===== src/rtl/bqw_pkg.sv =====
package bqw_pkg;

  // Pixel coordinate and fixed-point format
  localparam int COORD_BITS = 16;
  localparam int FRAC_BITS  = 12;

  // Register formats
  localparam int LANE_W = 16;
  localparam int INV_W  = 32;
  localparam int REG_W  = 64;
  localparam int IDX_W  = 3;

  localparam logic [IDX_W-1:0] REG_OFFSET = 3'd0;
  localparam logic [IDX_W-1:0] REG_RANGE  = 3'd1;
  localparam logic [IDX_W-1:0] REG_INV    = 3'd2;
  localparam logic [IDX_W-1:0] REG_C_TL   = 3'd3;
  localparam logic [IDX_W-1:0] REG_C_TR   = 3'd4;
  localparam logic [IDX_W-1:0] REG_C_BL   = 3'd5;
  localparam logic [IDX_W-1:0] REG_C_BR   = 3'd6;

  // Register reset values
  localparam logic [31:0]      OFFSET_RST = 32'h0000_0000;
  localparam logic [31:0]      RANGE_RST  = 32'h0001_0001;
  localparam logic [REG_W-1:0] INV_RST    = 64'h8000_0000_8000_0000;
  localparam logic [31:0]      C_TL_RST   = 32'h0000_0000;
  localparam logic [31:0]      C_TR_RST   = 32'h0000_1000;
  localparam logic [31:0]      C_BL_RST   = 32'h1000_0000;
  localparam logic [31:0]      C_BR_RST   = 32'h1000_1000;

  // Datapath widths
  localparam int PROD_W  = COORD_BITS + INV_W;          // d * inv
  localparam int NORM_SH = 31 - FRAC_BITS;              // Q1.31 -> F fraction bits
  localparam int N_W     = FRAC_BITS + 3;               // saturated normalized value
  localparam int PP_W    = 2 * N_W;                     // nx * ny
  localparam int P_W     = PP_W - FRAC_BITS;            // rounded bilinear term
  localparam int A_W     = LANE_W + 2;                  // c0 - c1 - c2 + c3
  localparam int B_W     = LANE_W + 1;                  // c1 - c0, c2 - c0
  localparam int PA_W    = P_W + 1 + A_W;
  localparam int NB_W    = N_W + 1 + B_W;
  localparam int S_W     = P_W + A_W + 2;               // polynomial sum
  localparam int LO_W    = 2 * FRAC_BITS;               // low split of s
  localparam int HI_W    = S_W - LO_W;                  // high split of s
  localparam int LP_W    = LO_W + COORD_BITS;
  localparam int HP_W    = HI_W + COORD_BITS + 1;
  localparam int V_W     = S_W + COORD_BITS + 1;
  localparam int R_W     = V_W - 2 * FRAC_BITS;

  // Pipeline depths of the two halves
  localparam int NORM_STG = 4;
  localparam int MAP_STG  = 4;

  // Decoded configuration, per axis (0 = x, 1 = y)
  typedef struct packed {
    logic [1:0][COORD_BITS-1:0] org;
    logic [1:0][COORD_BITS-1:0] rng;
    logic [1:0][INV_W-1:0]      inv;
    logic [1:0][A_W-1:0]        a;
    logic [1:0][B_W-1:0]        b;
    logic [1:0][B_W-1:0]        c;
    logic [1:0][LANE_W-1:0]     c0;
  } cfg_t;

  // Item handed from the normalizer to the mapper
  typedef struct packed {
    logic [1:0][COORD_BITS-1:0] pt;
    logic                       in_rect;
    logic [1:0][N_W-1:0]        n;
    logic [PP_W-1:0]            pp;
  } norm_item_t;

endpackage


===== src/rtl/bqw_norm.sv =====
module bqw_norm (
  input  logic                              clk,
  input  logic                              rst_n,
  input  bqw_pkg::cfg_t                     cfg,
  input  logic                              in_valid,
  output logic                              in_ready,
  input  logic [1:0][bqw_pkg::COORD_BITS-1:0] in_pt,
  output logic                              dn_valid,
  input  logic                              dn_ready,
  output bqw_pkg::norm_item_t               dn_item
);

  localparam int LAST = bqw_pkg::NORM_STG - 1;

  logic [LAST:0] vld_r;
  logic [LAST:0] adv;

  logic [1:0][bqw_pkg::COORD_BITS-1:0] pt_r [bqw_pkg::NORM_STG];
  logic [LAST:0]                       inside_r;

  logic [1:0][bqw_pkg::COORD_BITS-1:0] d_r;
  logic [1:0][bqw_pkg::PROD_W-1:0]     prod_r;
  logic [1:0][bqw_pkg::N_W-1:0]        n_r;
  logic [1:0][bqw_pkg::N_W-1:0]        n3_r;
  logic [bqw_pkg::PP_W-1:0]            pp_r;

  logic                                inside_nxt;
  logic [1:0][bqw_pkg::COORD_BITS-1:0] d_nxt;
  logic [1:0][bqw_pkg::PROD_W-1:0]     prod_nxt;
  logic [1:0][bqw_pkg::N_W-1:0]        n_nxt;

  // A stage loads when it is empty or its contents move on
  always_comb begin
    adv[LAST] = !vld_r[LAST] || dn_ready;
    for (int k = LAST - 1; k >= 0; k--) begin
      adv[k] = !vld_r[k] || adv[k+1];
    end
  end

  assign in_ready = adv[0];

  always_ff @(posedge clk) begin
    if (!rst_n) begin
      vld_r <= '0;
    end else begin
      if (adv[0]) begin
        vld_r[0] <= in_valid;
      end
      for (int k = 1; k <= LAST; k++) begin
        if (adv[k]) begin
          vld_r[k] <= vld_r[k-1];
        end
      end
    end
  end

  // Stage 0: rectangle test and offset removal
  always_comb begin
    logic ge, le;
    inside_nxt = 1'b1;
    for (int ax = 0; ax < 2; ax++) begin
      ge = in_pt[ax] >= cfg.org[ax];
      le = {1'b0, in_pt[ax]} <= ({1'b0, cfg.org[ax]} + {1'b0, cfg.rng[ax]});
      inside_nxt = inside_nxt && ge && le;
      d_nxt[ax] = in_pt[ax] - cfg.org[ax];
    end
  end

  // Stage 1: multiply by the reciprocal range
  always_comb begin
    for (int ax = 0; ax < 2; ax++) begin
      prod_nxt[ax] = bqw_pkg::PROD_W'(d_r[ax]) * bqw_pkg::PROD_W'(cfg.inv[ax]);
    end
  end

  // Stage 2: round to F fraction bits and saturate
  always_comb begin
    logic [bqw_pkg::PROD_W:0] rnd;
    logic [bqw_pkg::PROD_W-bqw_pkg::NORM_SH:0] full;
    for (int ax = 0; ax < 2; ax++) begin
      rnd  = {1'b0, prod_r[ax]}
           + ((bqw_pkg::PROD_W+1)'(1) << (bqw_pkg::NORM_SH - 1));
      full = rnd[bqw_pkg::PROD_W:bqw_pkg::NORM_SH];
      if (|full[bqw_pkg::PROD_W-bqw_pkg::NORM_SH:bqw_pkg::N_W]) begin
        n_nxt[ax] = '1;
      end else begin
        n_nxt[ax] = full[bqw_pkg::N_W-1:0];
      end
    end
  end

  always_ff @(posedge clk) begin
    if (adv[0]) begin
      pt_r[0]     <= in_pt;
      inside_r[0] <= inside_nxt;
      d_r         <= d_nxt;
    end
    if (adv[1]) begin
      pt_r[1]     <= pt_r[0];
      inside_r[1] <= inside_r[0];
      prod_r      <= prod_nxt;
    end
    if (adv[2]) begin
      pt_r[2]     <= pt_r[1];
      inside_r[2] <= inside_r[1];
      n_r         <= n_nxt;
    end
    // Stage 3: product of the normalized coordinates
    if (adv[3]) begin
      pt_r[3]     <= pt_r[2];
      inside_r[3] <= inside_r[2];
      n3_r        <= n_r;
      pp_r        <= bqw_pkg::PP_W'(n_r[0]) * bqw_pkg::PP_W'(n_r[1]);
    end
  end

  assign dn_valid        = vld_r[LAST];
  assign dn_item.pt      = pt_r[LAST];
  assign dn_item.in_rect = inside_r[LAST];
  assign dn_item.n       = n3_r;
  assign dn_item.pp      = pp_r;

endmodule


===== config.mk =====
export PLATFORM = sky130hd
export DESIGN_NAME = bqw_norm
export DESIGN_NICKNAME = d
export VERILOG_FILES = /design/src/rtl/bqw_pkg.sv /design/src/rtl/bqw_norm.sv
export SDC_FILE = /design/constraint.sdc
export NUM_CORES = 2
export LEC_CHECK = 0
export ABC_AREA = 1
export BUFFER_PORTS_ARGS = -buffer_cell sky130_fd_sc_hd__buf_2
export CAP_MARGIN = 20
export CORE_ASPECT_RATIO = 1.75
export CORE_MARGIN = 2
export CORE_UTILIZATION = 45
export DETAILED_ROUTE_END_ITERATION = 12
export PLACE_DENSITY = 0.72
export SLEW_MARGIN = 0
export SYNTH_ARGS = -nofsm -noshare
export SYNTH_HDL_FRONTEND = slang
export SYNTH_SLANG_ARGS = --single-unit

===== constraint.sdc =====
create_clock -name clk -period 23.1 [get_ports clk]
set_clock_uncertainty 0.05 [all_clocks]
set_input_delay 4.62 -clock clk [delete_from_list [all_inputs] [get_ports clk]]
set_output_delay 4.62 -clock clk [all_outputs]
set_load 0.02 [all_outputs]

==> results.yml <==
outcome:
  outcome: "completed"
worst_setup_path:
  crit_path_max_incr_delay_ns: 0.33
  cpMostUsedCell: "nor2_1"
  path_cells: "buf_2 > nor2_1 > inv_4 > nor2_1 > clkinv_2 > nor2_1 > nand2_4 > buf_2"
  path_max_fanout: 45
  start_kind: "input pin"
  crit_type: "in -> out"
  end_kind: "output pin"
  arrival_ns: 6.35
  slowest_stage: "nor2_1"
  worstPathRequired_ns: 18.43
logic_synthesis:
  synth-seq-cells: 318
  avgSynthCellArea_um2: 8.28
  synthDistinctLibCells: 47
  ys_async_sr_fraction: 0
  syn-num-nets: 8505
  syn_area_um2: 56100
  synth_ff_type: "edfxtp_1"
  synth_cells: 6774
  ys_seq_area_frac: 0.170
  synth-edff-count: 314
  ys_warn_count: 0
placed_design:
  placed_area_um2: 58700
  hpwl_mm: 125
  place_congestion: 0.986
  post-place-ws_ns: 12.05
  io_buffers: 258
cts:
  clock_sinks: 318
  cts_setup_buffers: 0
  cts-root-buf: "clkbuf_16"
  ctsHtreeMaxLevel: 2
  clockBufferDepth: 3
  cts_buffers: 34
  hold_buffers: 0
  clk_pin_slew_worst_paths_ns: 0.06
  cts_resized: 0
  insertion_delay_ns: 0.58
  cts_tree: "built"
timing:
  fmax_ghz: 0.0907
  period_share: 0.477
  finalHoldViolations: 0
  fin_ws_ns: 12.08
  tns_ns: 0
  rsz0062_at_grt: "false"
  setup_viol: 0
  slew_viol_final: 0
  hold_slack_ns: 0.359
  fin_crit_ns: 11.02
  slew_headroom: 0.341
  worst_pin_slew_ns: 0.988
die:
  initial_core_util: 0.453
  die-area_um2: 128000
  core_um2: 124000
  std_cell_rows: 171
  die_w_um: 271
  die_h_um: 471
  ioPinCount: 395
global_route:
  gr-total-overflow: 0
  grt_pass1_vias: 48800
  grt_start_max_net_pins: 65
  grt_usage: 0.246
  grt_first_pass_wirelength_mm: 246
  antenna_found_initial: 17
min_path:
  worstHoldPathType: "reg -> reg"
layout:
  final_cell_mix: "inv_1 (1,820), nand2_1 (1,794), fa_1 (1,005), ha_1 (426), edfxtp_1 (314)"
  layout_commonest_cell: "inv_1"
  final_cell_area_um2: 59900
  syn_to_final_growth_pct: 6.77
  drive_gt1_frac: 0.0541
  final_nets: 8581
route:
  dr.pass1.iters: 6
  finalWirelength_mm: 154
  wl_per_cell_um: 18.1
  drc: 0
  vias: 44200
  vias_per_cell: 5.19
  first_iter_violations: 2595
  ant_nets: 0
job:
  maxCapViolations: 0
[synthesized netlist by cell type (3+ instances only)]
cell	n	share of area
a21boi_0	11	0.0015
fa_1	1005	0.36
nand3_2	3	0.00054
o21bai_1	14	0.0019
nand4_1	32	0.0036
nor2_2	5	0.00056
a31oi_1	26	0.0029
nand3_1	113	0.010
buf_6	3	0.00060
dfxtp_1	4	0.0014
nand3b_1	19	0.0025
edfxtp_1	314	0.17
nor3b_1	3	0.00040
nor4_1	11	0.0012
o211ai_1	10	0.0013
nand2_1	1795	0.12
o31ai_1	3	0.00040
ha_1	426	0.095
a21oi_1	204	0.018
o21ai_0	105	0.0094
o2111ai_1	3	0.00047
o21a_1	14	0.0019
nor2_1	288	0.019
a211oi_1	3	0.00040
xnor2_1	73	0.011
xor2_1	115	0.018
a21o_1	27	0.0036
nor3_1	51	0.0046
clkbuf_1	250	0.017
inv_1	1823	0.12
[flip-flops by register name, summed over array words and instances, names as in the netlist]
signal / cells
d_r: 32
dn_item: 30
inside_r: 4
n_r: 30
pp_r: 30
prod_r: 60
pt_r: 128
vld_r: 4
[worst paths after layout]
path	endpoint	slack, ns	depth (start not counted)	startpoint
hold reg to reg	pt_r[3][5]$_DFFE_PP_	0.36	0	pt_r[2][5]$_DFFE_PP_
setup / recovery	in_ready	12.08	8	dn_ready
hold / removal	pt_r[3][5]$_DFFE_PP_	0.36	0	pt_r[2][5]$_DFFE_PP_
setup reg to reg	prod_r[44]$_DFFE_PP_	16.78	21	d_r[4]$_DFFE_PP_
[cell type report]
cell class	count	area, um2
diodes	9	22.5
multi-input cells	4377	38700
repair buffers	295	1570
well taps	1643	2060
flip-flops and latches	318	9510
clock inverters	26	254
fillers	11800	64000
inverters	1824	6850
clock buffers	35	876
[per-stage QoR]
stage / cells / util
final: 8527 / 0.483
after global placement: 8457 / 0.474
after global routing: 8521 / 0.483
after detailed placement: 8457 / 0.474
after CTS: 8518 / 0.483
after floorplan: 6774 / -
[cell families (layout without fill, tap and decap cells)]
| logic type | count (synthesis) | after routing | synth area share |
|---|---|---|---|
| other | 0 | 9 | 0 |
| AND/OR/NAND/NOR | 2331 | 2331 | 0.165 |
| flip-flops | 318 | 318 | 0.170 |
| AO/OA/AOI/OAI | 427 | 427 | 0.0429 |
| buffers and inverters | 2079 | 2180 | 0.140 |
| XOR/XNOR | 188 | 188 | 0.0294 |
| adder cells (fa/ha/maj) | 1431 | 1431 | 0.454 |
[routing by layer]
metal  GRT usage  routed length (um)  vias to the layer above
met3      0.0291                8850                      720
met1       0.244               50200                    21600
met2       0.474               84200                     1814
li1            -                   -                    20000
met4       0.157               11100                       10
met5           0                  56                        -
[critical path: cells and delay by family]
| family | cells | cell delay [ns] |
|---|---|---|
| AND/OR/NAND/NOR | 4 | 1.01 |
| buffers and inverters | 4 | 0.71 |
Power is not shown: default switching activity piles up to over one toggle a cycle in this logic, so the estimate is an artifact.
