$ cat config.mk
export PLATFORM = sky130hd
export DESIGN_NAME = bqw_cfg
export DESIGN_NICKNAME = d
export VERILOG_FILES = /design/src/rtl/bqw_pkg.sv /design/src/rtl/bqw_cfg.sv
export SDC_FILE = /design/constraint.sdc
export NUM_CORES = 1
export LEC_CHECK = 0
export ABC_AREA = 1
export ABC_CLOCK_PERIOD_IN_PS = 5050
export BUFFER_PORTS_ARGS = -buffer_cell sky130_fd_sc_hd__buf_2
export CORE_MARGIN = 1.5
export CORE_UTILIZATION = 25
export DETAILED_ROUTE_END_ITERATION = 6
export GPL_TIMING_DRIVEN = 0
export SLEW_MARGIN = 20
export SYNTH_ARGS = -nofsm -noshare
export SYNTH_HDL_FRONTEND = slang
export SYNTH_SLANG_ARGS = --single-unit
$ cat constraint.sdc
create_clock -name clk -period 5.05 [get_ports clk]
set_input_delay 1.01 -clock clk [delete_from_list [all_inputs] [get_ports clk]]
set_output_delay 1.01 -clock clk [all_outputs]
set_load 0.05 [all_outputs]
$ cat src/rtl/bqw_pkg.sv
package bqw_pkg;

  // Pixel coordinate and fixed-point format
  localparam int COORD_BITS = 16;
  localparam int FRAC_BITS  = 12;

  // Register formats
  localparam int LANE_W = 16;
  localparam int INV_W  = 32;
  localparam int REG_W  = 64;
  localparam int IDX_W  = 3;

  localparam logic [IDX_W-1:0] REG_OFFSET = 3'd0;
  localparam logic [IDX_W-1:0] REG_RANGE  = 3'd1;
  localparam logic [IDX_W-1:0] REG_INV    = 3'd2;
  localparam logic [IDX_W-1:0] REG_C_TL   = 3'd3;
  localparam logic [IDX_W-1:0] REG_C_TR   = 3'd4;
  localparam logic [IDX_W-1:0] REG_C_BL   = 3'd5;
  localparam logic [IDX_W-1:0] REG_C_BR   = 3'd6;

  // Register reset values
  localparam logic [31:0]      OFFSET_RST = 32'h0000_0000;
  localparam logic [31:0]      RANGE_RST  = 32'h0001_0001;
  localparam logic [REG_W-1:0] INV_RST    = 64'h8000_0000_8000_0000;
  localparam logic [31:0]      C_TL_RST   = 32'h0000_0000;
  localparam logic [31:0]      C_TR_RST   = 32'h0000_1000;
  localparam logic [31:0]      C_BL_RST   = 32'h1000_0000;
  localparam logic [31:0]      C_BR_RST   = 32'h1000_1000;

  // Datapath widths
  localparam int PROD_W  = COORD_BITS + INV_W;          // d * inv
  localparam int NORM_SH = 31 - FRAC_BITS;              // Q1.31 -> F fraction bits
  localparam int N_W     = FRAC_BITS + 3;               // saturated normalized value
  localparam int PP_W    = 2 * N_W;                     // nx * ny
  localparam int P_W     = PP_W - FRAC_BITS;            // rounded bilinear term
  localparam int A_W     = LANE_W + 2;                  // c0 - c1 - c2 + c3
  localparam int B_W     = LANE_W + 1;                  // c1 - c0, c2 - c0
  localparam int PA_W    = P_W + 1 + A_W;
  localparam int NB_W    = N_W + 1 + B_W;
  localparam int S_W     = P_W + A_W + 2;               // polynomial sum
  localparam int LO_W    = 2 * FRAC_BITS;               // low split of s
  localparam int HI_W    = S_W - LO_W;                  // high split of s
  localparam int LP_W    = LO_W + COORD_BITS;
  localparam int HP_W    = HI_W + COORD_BITS + 1;
  localparam int V_W     = S_W + COORD_BITS + 1;
  localparam int R_W     = V_W - 2 * FRAC_BITS;

  // Pipeline depths of the two halves
  localparam int NORM_STG = 4;
  localparam int MAP_STG  = 4;

  // Decoded configuration, per axis (0 = x, 1 = y)
  typedef struct packed {
    logic [1:0][COORD_BITS-1:0] org;
    logic [1:0][COORD_BITS-1:0] rng;
    logic [1:0][INV_W-1:0]      inv;
    logic [1:0][A_W-1:0]        a;
    logic [1:0][B_W-1:0]        b;
    logic [1:0][B_W-1:0]        c;
    logic [1:0][LANE_W-1:0]     c0;
  } cfg_t;

  // Item handed from the normalizer to the mapper
  typedef struct packed {
    logic [1:0][COORD_BITS-1:0] pt;
    logic                       in_rect;
    logic [1:0][N_W-1:0]        n;
    logic [PP_W-1:0]            pp;
  } norm_item_t;

endpackage

$ cat src/rtl/bqw_cfg.sv
module bqw_cfg (
  input  logic                          clk,
  input  logic                          rst_n,
  input  logic                          cfg_we,
  input  logic [bqw_pkg::IDX_W-1:0]     cfg_index,
  input  logic [bqw_pkg::REG_W-1:0]     cfg_data,
  output bqw_pkg::cfg_t                 cfg
);

  logic [31:0]               offset_r;
  logic [31:0]               range_r;
  logic [bqw_pkg::REG_W-1:0] inv_r;
  logic [31:0]               corner_r [4];

  logic [1:0][bqw_pkg::A_W-1:0]    a_r;
  logic [1:0][bqw_pkg::B_W-1:0]    b_r;
  logic [1:0][bqw_pkg::B_W-1:0]    c_r;
  logic [1:0][bqw_pkg::LANE_W-1:0] c0_r;

  logic [1:0][bqw_pkg::A_W-1:0]    a_nxt;
  logic [1:0][bqw_pkg::B_W-1:0]    b_nxt;
  logic [1:0][bqw_pkg::B_W-1:0]    c_nxt;

  // Write the register file
  always_ff @(posedge clk) begin
    if (!rst_n) begin
      offset_r    <= bqw_pkg::OFFSET_RST;
      range_r     <= bqw_pkg::RANGE_RST;
      inv_r       <= bqw_pkg::INV_RST;
      corner_r[0] <= bqw_pkg::C_TL_RST;
      corner_r[1] <= bqw_pkg::C_TR_RST;
      corner_r[2] <= bqw_pkg::C_BL_RST;
      corner_r[3] <= bqw_pkg::C_BR_RST;
    end else if (cfg_we) begin
      unique case (cfg_index)
        bqw_pkg::REG_OFFSET: offset_r    <= cfg_data[31:0];
        bqw_pkg::REG_RANGE:  range_r     <= cfg_data[31:0];
        bqw_pkg::REG_INV:    inv_r       <= cfg_data;
        bqw_pkg::REG_C_TL:   corner_r[0] <= cfg_data[31:0];
        bqw_pkg::REG_C_TR:   corner_r[1] <= cfg_data[31:0];
        bqw_pkg::REG_C_BL:   corner_r[2] <= cfg_data[31:0];
        bqw_pkg::REG_C_BR:   corner_r[3] <= cfg_data[31:0];
        default: ;
      endcase
    end
  end

  // Form the bilinear coefficients per axis from the corner lanes
  always_comb begin
    logic signed [bqw_pkg::LANE_W-1:0] l0, l1, l2, l3;
    for (int ax = 0; ax < 2; ax++) begin
      l0 = $signed(corner_r[0][ax*bqw_pkg::LANE_W +: bqw_pkg::LANE_W]);
      l1 = $signed(corner_r[1][ax*bqw_pkg::LANE_W +: bqw_pkg::LANE_W]);
      l2 = $signed(corner_r[2][ax*bqw_pkg::LANE_W +: bqw_pkg::LANE_W]);
      l3 = $signed(corner_r[3][ax*bqw_pkg::LANE_W +: bqw_pkg::LANE_W]);
      a_nxt[ax] = bqw_pkg::A_W'(l0) - bqw_pkg::A_W'(l1) - bqw_pkg::A_W'(l2)
                + bqw_pkg::A_W'(l3);
      b_nxt[ax] = bqw_pkg::B_W'(l1) - bqw_pkg::B_W'(l0);
      c_nxt[ax] = bqw_pkg::B_W'(l2) - bqw_pkg::B_W'(l0);
    end
  end

  // Hold the coefficients in registers; they settle in the cycle after the corner registers change
  always_ff @(posedge clk) begin
    a_r  <= a_nxt;
    b_r  <= b_nxt;
    c_r  <= c_nxt;
    c0_r <= {corner_r[0][2*bqw_pkg::LANE_W-1:bqw_pkg::LANE_W],
             corner_r[0][bqw_pkg::LANE_W-1:0]};
  end

  always_comb begin
    for (int ax = 0; ax < 2; ax++) begin
      cfg.org[ax] = offset_r[ax*bqw_pkg::LANE_W +: bqw_pkg::COORD_BITS];
      cfg.rng[ax] = range_r[ax*bqw_pkg::LANE_W +: bqw_pkg::COORD_BITS];
      cfg.inv[ax] = inv_r[ax*bqw_pkg::INV_W +: bqw_pkg::INV_W];
    end
    cfg.a  = a_r;
    cfg.b  = b_r;
    cfg.c  = c_r;
    cfg.c0 = c0_r;
  end

endmodule

==> metrics.txt, run 1 <==
status complete, no violations; clock root buffer master clkbuf_16; fillcell total 7977; worst hold path stage count 0; Synth Instances 2170; Gate power share 35.8%; fraction of registers with async set/reset 0%; Ant. Diodes 0; layout cells sized above 1 between 15 and 20%; CTS Buf Count 42; R2R Setup Slk 1.80 ns; Pleak roughly 11 nW; gpl congestion between 0.9 and 1; clock sink count just under 400; Layout area overhead 23.5%; Die ar. 0.0767 sq mm; top cell type by total area after synthesis dfxtp_1; Die X 277 um; post-synthesis sequential area ratio 48.7%; initial antenna violation count 8; Pint 6.62 mW; largest net degree at the start of global routing 23; Slowest-stage cell, CP fa_1; Net Switching ~4.4 mW; Detailed Routing Iterations Pass 1 7; Worst Skew 0.0181 ns; unrepaired setup endpoints after global routing no; routed wire length 60200 um; Largest delay share family, worst path adder cells; Fin. Hold Viols 0; Initial DRC Count 827; CTS tree done; ranking of synthesized cells by area dfxtp_1 28%, edfxtp_1 20%, nand2_1 8.5%, fa_1 7.5%, ha_1 6.7%; FF-to-FF path depth 13; Routed Antenna Nets 0; Clock Power Share 29.2%; crit path capture type register; worst skew pair latency roughly 0.57 ns; gr ovfl total 0; synthesized flop and latch total about 390; via count 15200; CP Class register to register; Worst R2R Start corner_r[0][0]; Crit path largest cell delay 0.56 ns; Seq pwr share 35.0%; relative slew slack between 50 and 60%; Core Footprint ~0.074 sq mm; Syn Std Cell Area 0.0188 sq mm; CTS clock-pin slew for the worst setup and hold paths 0.07 ns; total global-route track usage 15.6%; post-DP HPWL 48600 um; I/O pin total 334; footprint of the multi-input gates about 0.0082 sq mm; first-pass GRT wire length roughly 90000 um; yosys warns 0; setup TNS 0 ns; Crit. path cell count 13; residual DRC count 0; EDFF count, synth 128; Power Density 475 mW/mm^2; H-tree depth 2; Sequential Area 0.00913 sq mm; end of the worst hold path cfg[10]; Post-CTS Resized 0; crit path cell chain fa_1, inv_1, fa_1, inv_1, ha_1, inv_1, fa_1, o21ai_1, nand2_1, nand2_1, nand2_1, nand3_1, nand2_1; syn_area_per_cell between 8 and 9 sq um; sw frac 39.8%; most used cell, CP nand2_1; routed vias/inst between 4 and 5; Buffers & Inverters on Critical Path 3; routed wire length per instance 17.0 um; top cell type's share of synthesized area 28.2%; WP data arrival ~3.7 ns; overall power roughly 11 mW; post-CTS setup buffer count 0; Final Core Density between 30% and 40%; max-cap check violation count 0; I/O Buffers about 330; f_max 308 MHz; vias in the first global route 15300; crit path time final roughly 3.3 ns; final std cells w/o fill about 3600; CTS max path bufs 3; unique cell type count in the Yosys netlist 28; Final Net Count 2790; Post-synth top flop dfxtp_1; die span in y ~280 um; type of origin of the critical path register; final worst-path cycle share approximately 64%; Worst-Margin Slew approximately 0.70 ns; max-slew violations 0; peak supply drop 0.329 mV; syn nets 2410; FP Rows 100; # hold bufs at CTS 0; Cells after DPL around 3500; terminus of the critical flop-to-flop path cfg[116]; Hold Crit Class register to register; Required @ worst endpoint between 5 and 6 ns; Starting Density 25.2%; final number of setup-violating endpoints 0; Crit Path Max Fanout 4; worst hold start corner_r[0][10]
## cell usage in the layout, fill, tap and decap left out, types with 5 or more instances in the layout
| master | n |
|---|---|
| o21ai_1 | 16 |
| clkbuf_16 | 47 |
| nor3_1 | 18 |
| a21oi_1 | 179 |
| inv_1 | 317 |
| ha_1 | 100 |
| nor2_1 | 300 |
| nand2_1 | 419 |
| nand3_1 | 70 |
| edfxtp_1 | 128 |
| buf_2 | 353 |
| nand2_2 | 5 |
| xor2_1 | 35 |
| fa_1 | 70 |
| and2_1 | 9 |
| clkinv_2 | 5 |
| clkbuf_1 | 29 |
| xnor2_1 | 11 |
| o21ai_0 | 150 |
| inv_2 | 5 |
| dfxtp_1 | 264 |
| o21bai_1 | 8 |
## logic make-up (layout without fill, tap and decap cells)
| group | count (synthesis) | count (layout) | share of synthesized area, % |
|---|---|---|---|
| XOR/XNOR | 46 | 46 | 2.15 |
| AND/OR/NAND/NOR | 828 | 828 | 17.4 |
| adder cells (fa/ha/maj) | 170 | 170 | 14.1 |
| AO/OA/AOI/OAI | 360 | 360 | 9.80 |
| flip-flops | 392 | 392 | 48.7 |
| buffers and inverters | 374 | 788 | 7.86 |
## sequential cells by signal (all words and copies together), names as in the netlist
signal and flops:
range_r 32, corner_r 128, offset_r 32, inv_r 64, cfg 136
## cell usage after synthesis, types with 3 or more instances
cell,n
dfxtp_1,264
o211ai_1,3
buf_4,3
clkbuf_1,22
inv_1,317
nor2_1,300
o21ai_0,150
nand2_1,423
and2_1,9
xor2_1,35
o21bai_1,8
inv_2,5
buf_6,4
nand4_1,4
nand3_1,70
fa_1,70
a21o_1,4
a21oi_1,179
edfxtp_1,128
ha_1,100
nor3_1,18
xnor2_1,11
o21ai_1,16
buf_2,21
## power by group through the flow
| stage | Combinational [mW] | Sequential [mW] | Clock [mW] |
|---|---|---|---|
| floorplan | 1.71 | 5.08 | 0 |
| global placement | 3.94 | 3.94 | 0 |
| detailed placement | 3.96 | 3.93 | 0 |
| CTS | 3.97 | 3.87 | 3.31 |
| global route | 4.32 | 3.90 | 3.41 |
| finish | 3.94 | 3.85 | 3.22 |
## how the worst max path moves through the flow
stage	startpoint	endpoint	slack, ns
4_1_cts	corner_r[0][0]	cfg[116]	1.77
3_5_place_dp	corner_r[0][0]	cfg[116]	1.77
6_report	corner_r[0][0]	cfg[116]	1.80
2_1_floorplan	corner_r[0][0]	cfg[112]	2.17
5_1_grt	corner_r[0][0]	cfg[116]	1.55
3_3_place_gp	rst_n	corner_r[0][98]	0.92
## metrics by stage
step / setup slack [ns] / instance area [sq um] / hold slack, ns
after CTS: 1.77 / 23200 / 0.360
after floorplan: 2.17 / 18800 / 0.348
after detailed placement: 1.77 / 21700 / 0.353
after global routing: 1.55 / 23200 / 0.370
final: 1.80 / 23200 / 0.357
after global placement: 0.920 / 21600 / 0.352
## area by class of cell
cell class | instances | area share [%]
flip-flops and latches | 392 | 39.4
multi-input cells | 1404 | 35.3
clock buffers | 57 | 5.33
clock inverters | 21 | 0.891
repair buffers | 336 | 7.52
well taps | 969 | 5.23
plain buffers | 52 | 1.15
inverters | 322 | 5.22
## metal layers
| metal | share of wire (%) | global-route usage [%] | wire length (um) |
|---|---|---|---|
| met5 | 0.083 | 0 | 50 |
| met4 | 3.2 | 5.56 | 1920 |
| met3 | 5.6 | 3.53 | 3390 |
| met2 | 46 | 25.7 | 27800 |
| met1 | 45 | 19.9 | 27000 |
Note: power is estimated with default switching activity, not from simulation.
==> inputs of run 2 (changes only) <==
--- a/config.mk
+++ b/config.mk
@@ -6,7 +6,7 @@
 export NUM_CORES = 1
 export LEC_CHECK = 0
 export ABC_AREA = 1
-export ABC_CLOCK_PERIOD_IN_PS = 5050
+export ABC_CLOCK_PERIOD_IN_PS = 3000
 export BUFFER_PORTS_ARGS = -buffer_cell sky130_fd_sc_hd__buf_2
 export CORE_MARGIN = 1.5
 export CORE_UTILIZATION = 25
==> constraint.sdc (replaced) <==
create_clock -name clk -period 3 [get_ports clk]
set_input_delay 0.6 -clock clk [delete_from_list [all_inputs] [get_ports clk]]
set_output_delay 0.6 -clock clk [all_outputs]
set_load 0.05 [all_outputs]
==> metrics.txt, run 2 (same netlist as run 1, synthesis figures left out) <==
clock sink count 392 (unchanged); routed wire length 60300 um (about the same); CTS clock-pin slew for the worst setup and hold paths 0.06 ns (about the same); Seq pwr share 34.8% (-0.2 points); Net Switching 7.41 mW (+69%); Ant. Diodes 0 (unchanged); Pint 11.2 mW (+69%); Die X 277 um (unchanged); Initial DRC Count 782 (-5.4%); Starting Density 25.2% (unchanged); Required @ worst endpoint 3.44 ns (-2.08 ns); post-DP HPWL 48600 um (unchanged); overall power 18.6 mW (+69%); Worst-Margin Slew 0.707 ns (+0.00489 ns); initial antenna violation count 8 (unchanged); first-pass GRT wire length 90900 um (about the same); Cells after DPL 3475 (unchanged); Pleak 11.4 nW (+0.15%); Hold Slack 0.282 ns (-0.0747 ns); final number of setup-violating endpoints 0 (unchanged); CTS max path bufs 3 (unchanged); Final Net Count 2796 (+0.22%); worst hold path stage count 3 (+3); CTS Buf Count 42 (unchanged); crit path time final 2.85 ns (-0.395 ns); Routed Antenna Nets 0 (unchanged); Power Density 800 mW/mm^2 (+68%); commonest non-fill, non-tap cell in the layout nand2_1; Detailed Routing Iterations Pass 1 7 (unchanged); CP Class register to register; H-tree depth 2 (unchanged); die span in y 277 um (unchanged); setup TNS 0 ns (unchanged); Layout area overhead 24.0%; routed vias/inst 4.30 (+0.34%); type of origin of the critical path register; final worst-path cycle share 95.2% (+31 points); max reg flops 136 (unchanged); Crit Path Max Fanout 5 (+1); vias in the first global route 15400 (+0.17%); f_max 350 MHz (+14%); unrepaired setup endpoints after global routing no; largest net degree at the start of global routing 23 (unchanged); sw frac 39.8% (about the same); Fin. Hold Viols 0 (unchanged); gr ovfl total 0 (unchanged); gpl congestion 0.904 (unchanged); clock root buffer master clkbuf_16; worst skew pair latency 0.57 ns (about the same); crit path capture type register; max-cap check violation count 0 (unchanged); WP data arrival 3.29 ns (-0.43 ns); FF-to-FF path depth 11 (-2); status complete, no violations; Core Footprint 0.0743 sq mm (unchanged); I/O Buffers 332 (unchanged); most frequent cells in the layout 416 x nand2_1, 353 x buf_2, 304 x inv_1, 300 x nor2_1, 264 x dfxtp_1; Die ar. 0.0767 sq mm (unchanged); CTS tree done; relative slew slack 52.9% (-0.33 points); routed wire length per instance 16.9 um (about the same); via count 15300 (+0.51%); crit path cell chain inv_1, fa_1, fa_1, inv_1, ha_1, a21oi_1, o21ai_0, a21oi_1, nand2_1, nand2_1, nand2_1; Gate power share 36.1% (+0.3 points); post-layout worst setup margin 0.145 ns (-1.65 ns); Cell Area, Placed 0.0217 sq mm (unchanged); Clock Power Share 29.1% (about the same); I/O pin total 334 (unchanged); layout cells sized above 1 18.4% (+1.1 points); # hold bufs at CTS 0 (unchanged); Slowest-stage cell, CP fa_1; FP Rows 100 (unchanged); Final Core Density 31.3% (+0.13 points); peak supply drop 0.555 mV (+69%); most used cell, CP nand2_1; total global-route track usage 15.6% (about the same); final std cells w/o fill 3559 (+0.17%); Crit path largest cell delay 0.57 ns (about the same); post-route cell area 0.0233 sq mm (+0.42%); residual DRC count 0 (unchanged); Setup WS pre-CTS -0.281 ns (-2.05 ns); Worst Skew 0.0175 ns (-0.000603 ns); max-slew violations 0 (unchanged); Hold Crit Class input port to register
run 2: cell types whose count changed in the layout (fill, tap and decap cells not counted), moves of 3 or more:
cell | before | now
nand2_1 | 419 | 416
inv_2 | 5 | 18
buf_4 | 3 | 9
inv_1 | 317 | 304
nand2_2 | 5 | 8
run 2: worst max-delay path: cells and delay by family, from the launching register on:
family | cells | cell delay, ns
flip-flops | 1 | 0.39
AO/OA/AOI/OAI | 3 | 0.55
AND/OR/NAND/NOR | 3 | 0.20
buffers and inverters | 2 | 0.23
adder cells (fa/ha/maj) | 3 | 1.36
run 2: repair_timing:
action,4_1_cts,5_1_grt
resized for setup,6,20
buffers inserted,4,2
pin swaps,2,4
setup endpoints to repair,10,18
run 2: power groups by stage:
stage,registers [mW],logic [mW],clock network [mW]
2_1_floorplan,8.55,2.88,0
3_3_place_gp,6.63,6.63,0
3_5_place_dp,6.62,6.67,0
4_1_cts,6.51,6.73,5.56
5_1_grt,6.56,7.37,5.74
6_report,6.49,6.72,5.42
run 2: routing by layer:
layer | routed length [um] | global-route usage [%] | vias up
li1 | - | - | 7707
met3 | 3550 | 3.53 | 97
met2 | 27800 | 25.7 | 443
met4 | 1930 | 5.56 | 8
met5 | 50 | 0 | -
met1 | 27000 | 19.9 | 7063
run 2: cell type report:
cell class | instances | area, sq um
Multi-Input combinational cell | 1404 | 8220
Buffer | 52 | 265
Clock inverter | 21 | 206
Clock buffer | 57 | 1230
Inverter | 322 | 1210
Timing Repair Buffer | 342 | 1790
Sequential cell | 392 | 9130
Tap cell | 969 | 1210
Fill cell | 7969 | 51100
run 2: worst paths after layout:
kind	start	end	slack [ns]
setup / recovery	corner_r[0][30]	cfg[133]	0.15
hold / removal	cfg_data[58]	inv_r[58]	0.28
hold reg to reg	corner_r[0][10]	cfg[10]	0.35
setup reg to reg	corner_r[0][30]	cfg[133]	0.15
